### src/hw/rtl/assert_macros.svh
// assertion macros shared by the rtl
`ifndef ASSERT_MACROS_SVH
`define ASSERT_MACROS_SVH

`ifndef ASSERT_OFF

`define RWC_ASSERT(lbl, clk, rst, prop, msg) \
  lbl: assert property (@(posedge clk) disable iff (rst) prop) else $error(msg);

`define RWC_ASSERT_ALWAYS(lbl, clk, prop, msg) \
  lbl: assert property (@(posedge clk) prop) else $error(msg);

`else

`define RWC_ASSERT(lbl, clk, rst, prop, msg)

`define RWC_ASSERT_ALWAYS(lbl, clk, prop, msg)

`endif

`endif

### src/hw/rtl/rwc_pkg.sv
package rwc_pkg;

  localparam int MAP_BITS_DEFAULT = 64;

  localparam int SOURCE_W = 16;
  localparam int ID_W     = 32;
  localparam int NUMBER_W = 32;
  localparam int SPAN_W   = 7;
  localparam int CFG_W    = 32;
  localparam int INDEX_W  = 2;

  localparam logic [SOURCE_W-1:0] SOURCE_RESET     = 16'd1;
  localparam logic [ID_W-1:0]     CONNECTION_RESET = 32'd0;
  localparam logic [ID_W-1:0]     EPOCH_RESET      = 32'd0;
  localparam logic [SPAN_W-1:0]   SPAN_RESET       = 7'd64;

  typedef enum logic [INDEX_W-1:0] {
    REG_SOURCE     = 2'd0,
    REG_CONNECTION = 2'd1,
    REG_EPOCH      = 2'd2,
    REG_SPAN       = 2'd3
  } reg_index_t;

  typedef struct packed {
    logic [SOURCE_W-1:0] pkt_source;
    logic [ID_W-1:0]     pkt_connection;
    logic [ID_W-1:0]     pkt_epoch;
    logic [NUMBER_W-1:0] pkt_number;
  } item_t;

  typedef struct packed {
    logic [SOURCE_W-1:0] source;
    logic [ID_W-1:0]     connection;
    logic [ID_W-1:0]     epoch;
    logic [SPAN_W-1:0]   span;
    logic                clear;
  } cfg_t;

endpackage

### src/hw/rtl/rwc_pkt_if.sv
interface rwc_pkt_if;
  logic                          valid;
  logic                          ready;
  logic [rwc_pkg::SOURCE_W-1:0]  pkt_source;
  logic [rwc_pkg::ID_W-1:0]      pkt_connection;
  logic [rwc_pkg::ID_W-1:0]      pkt_epoch;
  logic [rwc_pkg::NUMBER_W-1:0]  pkt_number;

  modport source (
    output valid, pkt_source, pkt_connection, pkt_epoch, pkt_number,
    input  ready
  );

  modport sink (
    input  valid, pkt_source, pkt_connection, pkt_epoch, pkt_number,
    output ready
  );
endinterface

### src/hw/rtl/rwc_res_if.sv
interface rwc_res_if;
  logic valid;
  logic ready;
  logic accepted;

  modport source (
    output valid, accepted,
    input  ready
  );

  modport sink (
    input  valid, accepted,
    output ready
  );
endinterface

### src/hw/rtl/rwc_cfg.sv
module rwc_cfg (
  input  logic                          clk,
  input  logic                          rst,
  input  logic                          cfg_we,
  input  logic [rwc_pkg::INDEX_W-1:0]   cfg_index,
  input  logic [rwc_pkg::CFG_W-1:0]     cfg_data,
  output rwc_pkg::cfg_t                 cfg
);

  logic [rwc_pkg::SOURCE_W-1:0] source;
  logic [rwc_pkg::ID_W-1:0]     connection;
  logic [rwc_pkg::ID_W-1:0]     epoch;
  logic [rwc_pkg::SPAN_W-1:0]   span;
  rwc_pkg::reg_index_t          index;

  assign index = rwc_pkg::reg_index_t'(cfg_index);

  always_ff @(posedge clk) begin
    if (rst) begin
      source     <= rwc_pkg::SOURCE_RESET;
      connection <= rwc_pkg::CONNECTION_RESET;
      epoch      <= rwc_pkg::EPOCH_RESET;
      span       <= rwc_pkg::SPAN_RESET;
    end else if (cfg_we) begin
      unique case (index)
        rwc_pkg::REG_SOURCE:     source     <= cfg_data[rwc_pkg::SOURCE_W-1:0];
        rwc_pkg::REG_CONNECTION: connection <= cfg_data[rwc_pkg::ID_W-1:0];
        rwc_pkg::REG_EPOCH:      epoch      <= cfg_data[rwc_pkg::ID_W-1:0];
        rwc_pkg::REG_SPAN:       span       <= cfg_data[rwc_pkg::SPAN_W-1:0];
        default:                 source     <= source;
      endcase
    end
  end

  // every register write restarts the window
  always_comb begin
    cfg.source     = source;
    cfg.connection = connection;
    cfg.epoch      = epoch;
    cfg.span       = span;
    cfg.clear      = cfg_we;
  end

endmodule

### src/hw/rtl/rwc_window.sv
`include "assert_macros.svh"

module rwc_window #(
  parameter int MAP_BITS = rwc_pkg::MAP_BITS_DEFAULT
) (
  input  logic          clk,
  input  logic          rst,
  input  rwc_pkg::cfg_t cfg,
  input  logic          step,
  input  rwc_pkg::item_t item,
  output logic          ok
);

  localparam int SW = (MAP_BITS > 1) ? $clog2(MAP_BITS) : 1;
  localparam logic [rwc_pkg::NUMBER_W-1:0] MAP_LIMIT = rwc_pkg::NUMBER_W'(MAP_BITS);

  logic                          seen_any;
  logic [rwc_pkg::NUMBER_W-1:0]  highest_number;
  logic [MAP_BITS-1:0]           seen_map;

  logic                          seen_any_next;
  logic [rwc_pkg::NUMBER_W-1:0]  highest_number_next;
  logic [MAP_BITS-1:0]           seen_map_next;

  logic                          match;
  logic [rwc_pkg::NUMBER_W-1:0]  diff;
  logic [rwc_pkg::NUMBER_W-1:0]  offset;
  logic                          in_window;

  always_comb begin
    match = (item.pkt_source == cfg.source) &&
            (item.pkt_connection == cfg.connection) &&
            (item.pkt_epoch == cfg.epoch);
    diff      = item.pkt_number - highest_number;
    offset    = highest_number - item.pkt_number;
    in_window = (offset < {{(rwc_pkg::NUMBER_W-rwc_pkg::SPAN_W){1'b0}}, cfg.span}) &&
                (offset < MAP_LIMIT);

    ok                  = 1'b0;
    seen_any_next       = seen_any;
    highest_number_next = highest_number;
    seen_map_next       = seen_map;

    priority if (!match) begin
      ok = 1'b0;
    end else if (!seen_any) begin
      ok                  = 1'b1;
      seen_any_next       = 1'b1;
      highest_number_next = item.pkt_number;
      seen_map_next       = MAP_BITS'(1);
    end else if (item.pkt_number > highest_number) begin
      ok                  = 1'b1;
      highest_number_next = item.pkt_number;
      if (diff >= MAP_LIMIT) begin
        seen_map_next = MAP_BITS'(1);
      end else begin
        seen_map_next = (seen_map << diff[SW-1:0]) | MAP_BITS'(1);
      end
    end else if (in_window && !seen_map[offset[SW-1:0]]) begin
      ok            = 1'b1;
      seen_map_next = seen_map | (MAP_BITS'(1) << offset[SW-1:0]);
    end else begin
      ok = 1'b0;
    end
  end

  always_ff @(posedge clk) begin
    if (rst || cfg.clear) begin
      seen_any       <= 1'b0;
      highest_number <= '0;
      seen_map       <= '0;
    end else if (step) begin
      seen_any       <= seen_any_next;
      highest_number <= highest_number_next;
      seen_map       <= seen_map_next;
    end
  end

  // the highest number always has its own bit set
  `RWC_ASSERT_ALWAYS(a_top_bit_set, clk, seen_any |-> seen_map[0],
    "window: highest number bit clear")
  `RWC_ASSERT_ALWAYS(a_empty_when_unseen, clk,
    !seen_any |-> (seen_map == '0 && highest_number == '0),
    "window: state not empty before first packet")
  `RWC_ASSERT(a_rejects_keep_state, clk, rst,
    (step && !ok && !cfg.clear) |=> ($stable(seen_map) && $stable(highest_number)),
    "window: rejected packet changed state")

endmodule

### src/hw/rtl/replay_window_check.sv
// Anti-replay window check. Each pkt transaction carries a packet's source,
// connection and epoch ids and its 32-bit number; exactly one res transaction
// follows with accepted = 1 for a fresh packet. One packet is taken every
// cycle while res.ready is high. A packet waits in the input register and
// its result in the result register; res.valid rises when that register
// is loaded. The rate is set by the update of the highest number and the
// MAP_BITS-wide seen map, which every packet reads and writes. Any
// configuration write clears the window; write configuration only while no
// packet is in flight.
`include "assert_macros.svh"

module replay_window_check #(
  parameter int MAP_BITS = rwc_pkg::MAP_BITS_DEFAULT
) (
  input  logic                         clk,
  input  logic                         rst,
  rwc_pkt_if.sink                      pkt,
  rwc_res_if.source                    res,
  input  logic                         cfg_we,
  input  logic [rwc_pkg::INDEX_W-1:0]  cfg_index,
  input  logic [rwc_pkg::CFG_W-1:0]    cfg_data
);

  rwc_pkg::cfg_t  cfg;
  rwc_pkg::item_t stage;
  logic           stage_valid;
  logic           out_valid;
  logic           out_accepted;
  logic           advance;
  logic           step;
  logic           take;
  logic           ok;

  rwc_cfg u_cfg (
    .clk       (clk),
    .rst       (rst),
    .cfg_we    (cfg_we),
    .cfg_index (cfg_index),
    .cfg_data  (cfg_data),
    .cfg       (cfg)
  );

  rwc_window #(
    .MAP_BITS (MAP_BITS)
  ) u_window (
    .clk  (clk),
    .rst  (rst),
    .cfg  (cfg),
    .step (step),
    .item (stage),
    .ok   (ok)
  );

  assign advance   = !out_valid || res.ready;
  assign step      = stage_valid && advance;
  assign pkt.ready = !stage_valid || advance;
  assign take      = pkt.valid && pkt.ready;

  always_ff @(posedge clk) begin
    if (rst) begin
      stage_valid <= 1'b0;
    end else if (take) begin
      stage_valid <= 1'b1;
    end else if (step) begin
      stage_valid <= 1'b0;
    end
  end

  always_ff @(posedge clk) begin
    if (take) begin
      stage.pkt_source     <= pkt.pkt_source;
      stage.pkt_connection <= pkt.pkt_connection;
      stage.pkt_epoch      <= pkt.pkt_epoch;
      stage.pkt_number     <= pkt.pkt_number;
    end
  end

  always_ff @(posedge clk) begin
    if (rst) begin
      out_valid <= 1'b0;
    end else if (advance) begin
      out_valid <= stage_valid;
    end
  end

  always_ff @(posedge clk) begin
    if (step) begin
      out_accepted <= ok;
    end
  end

  assign res.valid    = out_valid;
  assign res.accepted = out_accepted;

  // both registers full and output stalled: no new transaction
  `RWC_ASSERT(a_full_blocks_input, clk, rst,
    (stage_valid && out_valid && !res.ready) |-> !pkt.ready,
    "top: input taken while pipeline full")
  `RWC_ASSERT(a_step_fills_output, clk, rst, step |=> out_valid,
    "top: evaluated packet lost its result")
  `RWC_ASSERT(a_no_result_from_empty, clk, rst,
    (advance && !stage_valid) |=> !out_valid,
    "top: result without a packet")

endmodule
### src/flat_wrapper.sv
// flat-port wrapper written by rule: the top's interface ports become plain ports
module replay_window_check_flat 
#(
  parameter int MAP_BITS = rwc_pkg::MAP_BITS_DEFAULT
)
  (clk, rst, cfg_we, cfg_index, cfg_data, pkt_valid, pkt_pkt_source, pkt_pkt_connection, pkt_pkt_epoch, pkt_pkt_number, pkt_ready, res_valid, res_accepted, res_ready);
  rwc_pkt_if pkt_i ();
  rwc_res_if res_i ();
  input  logic clk;
  input  logic rst;
  input  logic cfg_we;
  input  logic [rwc_pkg::INDEX_W-1:0] cfg_index;
  input  logic [rwc_pkg::CFG_W-1:0] cfg_data;
  input wire logic [$bits(pkt_i.valid)-1:0] pkt_valid;
  input wire logic [$bits(pkt_i.pkt_source)-1:0] pkt_pkt_source;
  input wire logic [$bits(pkt_i.pkt_connection)-1:0] pkt_pkt_connection;
  input wire logic [$bits(pkt_i.pkt_epoch)-1:0] pkt_pkt_epoch;
  input wire logic [$bits(pkt_i.pkt_number)-1:0] pkt_pkt_number;
  output wire logic [$bits(pkt_i.ready)-1:0] pkt_ready;
  output wire logic [$bits(res_i.valid)-1:0] res_valid;
  output wire logic [$bits(res_i.accepted)-1:0] res_accepted;
  input wire logic [$bits(res_i.ready)-1:0] res_ready;
  assign pkt_i.valid = pkt_valid;
  assign pkt_i.pkt_source = pkt_pkt_source;
  assign pkt_i.pkt_connection = pkt_pkt_connection;
  assign pkt_i.pkt_epoch = pkt_pkt_epoch;
  assign pkt_i.pkt_number = pkt_pkt_number;
  assign pkt_ready = pkt_i.ready;
  assign res_valid = res_i.valid;
  assign res_accepted = res_i.accepted;
  assign res_i.ready = res_ready;
  replay_window_check #(.MAP_BITS(MAP_BITS)) u_core (.clk(clk), .rst(rst), .pkt(pkt_i), .res(res_i), .cfg_we(cfg_we), .cfg_index(cfg_index), .cfg_data(cfg_data));
endmodule
### config.mk
export PLATFORM = sky130hd
export DESIGN_NAME = replay_window_check_flat
export DESIGN_NICKNAME = d
export VERILOG_FILES = /design/src/hw/rtl/rwc_pkg.sv /design/src/hw/rtl/rwc_pkt_if.sv /design/src/hw/rtl/rwc_res_if.sv /design/src/hw/rtl/rwc_cfg.sv /design/src/hw/rtl/rwc_window.sv /design/src/hw/rtl/replay_window_check.sv /design/src/flat_wrapper.sv
export VERILOG_INCLUDE_DIRS = /design/src /design/src/hw/rtl
export SDC_FILE = /design/constraint.sdc
export NUM_CORES = 1
export LEC_CHECK = 0
export BUFFER_PORTS_ARGS = -buffer_cell sky130_fd_sc_hd__clkbuf_2
export CORE_ASPECT_RATIO = 1.5
export CORE_MARGIN = 2
export CORE_UTILIZATION = 45
export CTS_CLUSTER_DIAMETER = 200
export DETAILED_ROUTE_END_ITERATION = 16
export PLACE_DENSITY = 0.72
export SETUP_SLACK_MARGIN = 0.3
export SYNTH_ARGS = -nofsm -noshare
export SYNTH_HDL_FRONTEND = slang
export SYNTH_SLANG_ARGS = --single-unit
### constraint.sdc
create_clock -name clk -period 8.15 [get_ports clk]
set_input_delay 0.815 -clock clk [delete_from_list [all_inputs] [get_ports clk]]
set_output_delay 0.815 -clock clk [all_outputs]
set_load 0.02 [all_outputs]
==> results.yml <==
place:
  finalWeightedCongestion: 0.994
  port_buffers: 153
  dpl.cell_count: 2987
  dp_hpwl_um: 50800
synth:
  ys_types: 91
  yosys.area.top_type: "dfxtp_1"
  synth_top_cell_area_share_pct: 18.3
  synth-async-reset-ratio_pct: 0
  yosysWarnings: 0
  synthCells: 2390
  synth_area_leaders: "dfxtp_1 (18%), edfxtp_1 (17%), nand2_1 (7.6%)"
  ys.flop_type: "dfxtp_1"
  seq_area_frac_synth_pct: 35.1
  synth-seq-cells: 299
  avgSynthCellArea_um2: 8.49
  syn_nets: 2612
  syn_area_um2: 20300
  synth_edf_count: 113
clock_tree:
  post_cts_resized: 0
  cts_root_buf: "clkbuf_16"
  clock_path_buffers: 3
  numCtsBuffers: 29
  tritoncts: "yes"
  htreeDepth: 1
  clkSinkCount: 299
  clk_latency_ns: 0.60
  post-cts-setup-buffers: 0
  path_clk_slew_ns: 0.07
  hold_buffers: 0
status:
  outcome: "finished clean"
die:
  fp.dieArea_um2: 46900
  die_w_um: 177
  start_util_pct: 45.4
  io-pin-count: 154
  core_um2: 44700
  rows: 95
  die_h_um: 264
setup_path:
  startpoint_type: "flop"
  critPathMaxStageDelay_ns: 1.07
  crit_chain: "ha_1 > and3_1 > o21a_1 > or3_1 > nand2_1 > inv_2 > ha_1 > a21o_1 > a22o_1 > a2111oi_0 > o2111ai_1 > nor4_1 > nand4_1 > a2111oi_4 > a21o_1 > o2111ai_1 > o211a_1"
  critPathSlowestCell: "a21o_1"
  required_ns: 8.63
  cp.arrival_ns: 7.04
  end_kind: "flop"
  critPathMaxFanout: 34
  path_class: "reg2reg"
  r2r_setup_slack_ns: 1.59
timing:
  fin_crit_ns: 6.56
  slew_headroom_pct: 9.77
  worst_pin_slew_ns: 1.35
  fin_setup_tns_ns: 0
  finalMaxSlewViolations: 0
  finalSetupViolCount: 0
  post-route-period-util_pct: 80.5
  fmaxAchievable_mhz: 152
  rsz0062_at_grt: "false"
  finalHoldViolCount: 0
  finClkSkew_ns: 0.0180
hold_path:
  hold_class: "in2reg"
pwr:
  peakVddDrop_v: 0.000210
  power.density_nw_per_um2: 164
  p_clk_share_pct: 38.8
  seqPwrFrac_pct: 44.4
  p_leak_uw: 0.00871
  p_switching_uw: 1060
  internal_power_uw: 2610
  netSwitchingFraction_pct: 28.9
  combPwrFrac_pct: 16.8
route:
  via_per_inst: 6.23
  wl_um: 70000
  drt-pass1-iter-count: 6
  wire_per_inst_um: 23.0
  ant_nets: 0
  vias: 19000
  first_iter_violations: 1912
  drc_errors: 0
layout:
  n_fill_cell: 4332
  area_growth_pct: 10.4
  final_cells: 3045
  drive_gt1_share_pct: 13.5
  nets: 2658
global_route:
  grt_pass1_wl_um: 107000
  grt_overflow_total: 0
  grt_pass1_vias: 18500
  grt_max_degree: 92
  antenna_found_initial: 2
  gr-usage-all-layers_pct: 29.3
run:
  maxCapViolations: 0
==> layout by cell type, fill, tap and decap left out, types with 30 or more instances in the layout <==
master / count
nand3_1: 41
o21ai_0: 133
dfxtp_1: 186
o21a_1: 35
edfxtp_1: 113
nand4_1: 35
nand2_1: 411
xnor2_1: 47
a211oi_1: 34
nor3_1: 30
mux2i_1: 119
xor2_1: 60
mux4_2: 42
nor2_1: 130
ha_1: 68
clkbuf_2: 152
inv_1: 89
a21oi_1: 282
==> per-layer routing <==
layer / track usage, % / share of wire (%) / vias to the layer above
li1: - / - / 8784
met1: 33.7 / 36 / 9021
met2: 51.3 / 50 / 912
met3: 3.57 / 6.3 / 252
met4: 17.4 / 7.2 / 0
met5: 0 / 0 / -
==> cell type report <==
type                    instances  area (um2)  area share, %
multi-input cells            1836       12300           54.8
repair buffers                178         953           4.25
well taps                     582         728           3.25
inverters                      92         348           1.55
clock inverters                16         206          0.921
diodes                          4        10.0         0.0446
flip-flops and latches        299        7120           31.7
clock buffers                  38         779           3.48
==> flip-flops by register name, indices dropped and copies added (netlist names) <==
register,cells
u_core.u_window.seen_any,1
u_core.u_cfg.connection,32
u_core.u_window.highest_number,32
u_core.u_window.seen_map,64
u_core.stage,112
u_core.res.valid,1
u_core.u_cfg.span,7
u_core.u_cfg.epoch,32
u_core.stage_valid,1
u_core.u_cfg.source,16
u_core.res.accepted,1
==> worst max-delay path, delay by kind of cell, from the launching register on <==
| family | cells | cell delay (ns) |
|---|---|---|
| AO/OA/AOI/OAI | 9 | 2.99 |
| flip-flops | 1 | 0.42 |
| AND/OR/NAND/NOR | 5 | 1.76 |
| adder cells (fa/ha/maj) | 2 | 0.91 |
| buffers and inverters | 1 | 0.34 |
==> power by group through the flow <==
stage / registers [uW] / clock network, uW / logic [uW]
global placement: 1660 / 0 / 592
finish: 1630 / 1430 / 619
CTS: 1630 / 1450 / 601
floorplan: 1660 / 0 / 399
detailed placement: 1660 / 0 / 598
global route: 1640 / 1500 / 661
==> synthesized netlist by cell type, types with 12 or more instances <==
master	count
clkbuf_1	116
a211oi_1	34
nor2b_1	14
o21ai_0	133
a41oi_1	12
mux2_2	19
xor2_1	63
o2111ai_1	15
ha_1	69
xnor2_1	51
edfxtp_1	113
nand3_1	41
a21oi_1	282
dfxtp_1	186
mux2i_1	119
nor2_1	134
o211a_1	26
nor3_1	31
inv_1	89
nand2_1	411
a31oi_1	24
a21o_1	19
o22ai_1	17
nand4_1	35
o21a_1	35
buf_2	28
mux4_2	42
nor4_1	26
==> cells by family (layout without fill, tap and decap cells) <==
logic type,Yosys count,count (layout),share of synthesized area (%)
and+or+nand+nor,764,764,16.9
buffers and inverters,255,324,5.10
other,0,4,0
AOI/OAI and AO/OA,706,706,21.9
DFF,299,299,35.1
xor gates and xnor gates,115,115,5.05
muxes,180,180,11.6
adders and majority gates,71,71,4.45
==> final timing paths <==
path | cells past startpoint | endpoint | startpoint
worst max-delay path | 17 | u_core.u_window.seen_map[16] | u_core.stage[4]
worst min-delay path | 1 | u_core.stage[27] | pkt_pkt_number[27]
worst max register to register | 17 | u_core.u_window.seen_map[16] | u_core.stage[4]
worst min register to register | 2 | u_core.u_cfg.epoch[17] | u_core.u_cfg.epoch[17]
==> through the flow <==
| stage | power [uW] | util [%] | hold WS [ns] | area, um2 | setup slack, ns |
|---|---|---|---|---|---|
| after floorplan | 2060 | - | 0.435 | 20300 | 3.32 |
| after global placement | 2250 | 47.9 | 0.445 | 21400 | 1.90 |
| after detailed placement | 2260 | 47.9 | 0.454 | 21400 | 1.77 |
| after CTS | 3680 | 50.1 | 0.365 | 22400 | 1.71 |
| after global routing | 3800 | 50.2 | 0.366 | 22400 | 1.27 |
| final | 3680 | 50.2 | 0.385 | 22400 | 1.59 |
(Power assumes the default switching activity.)
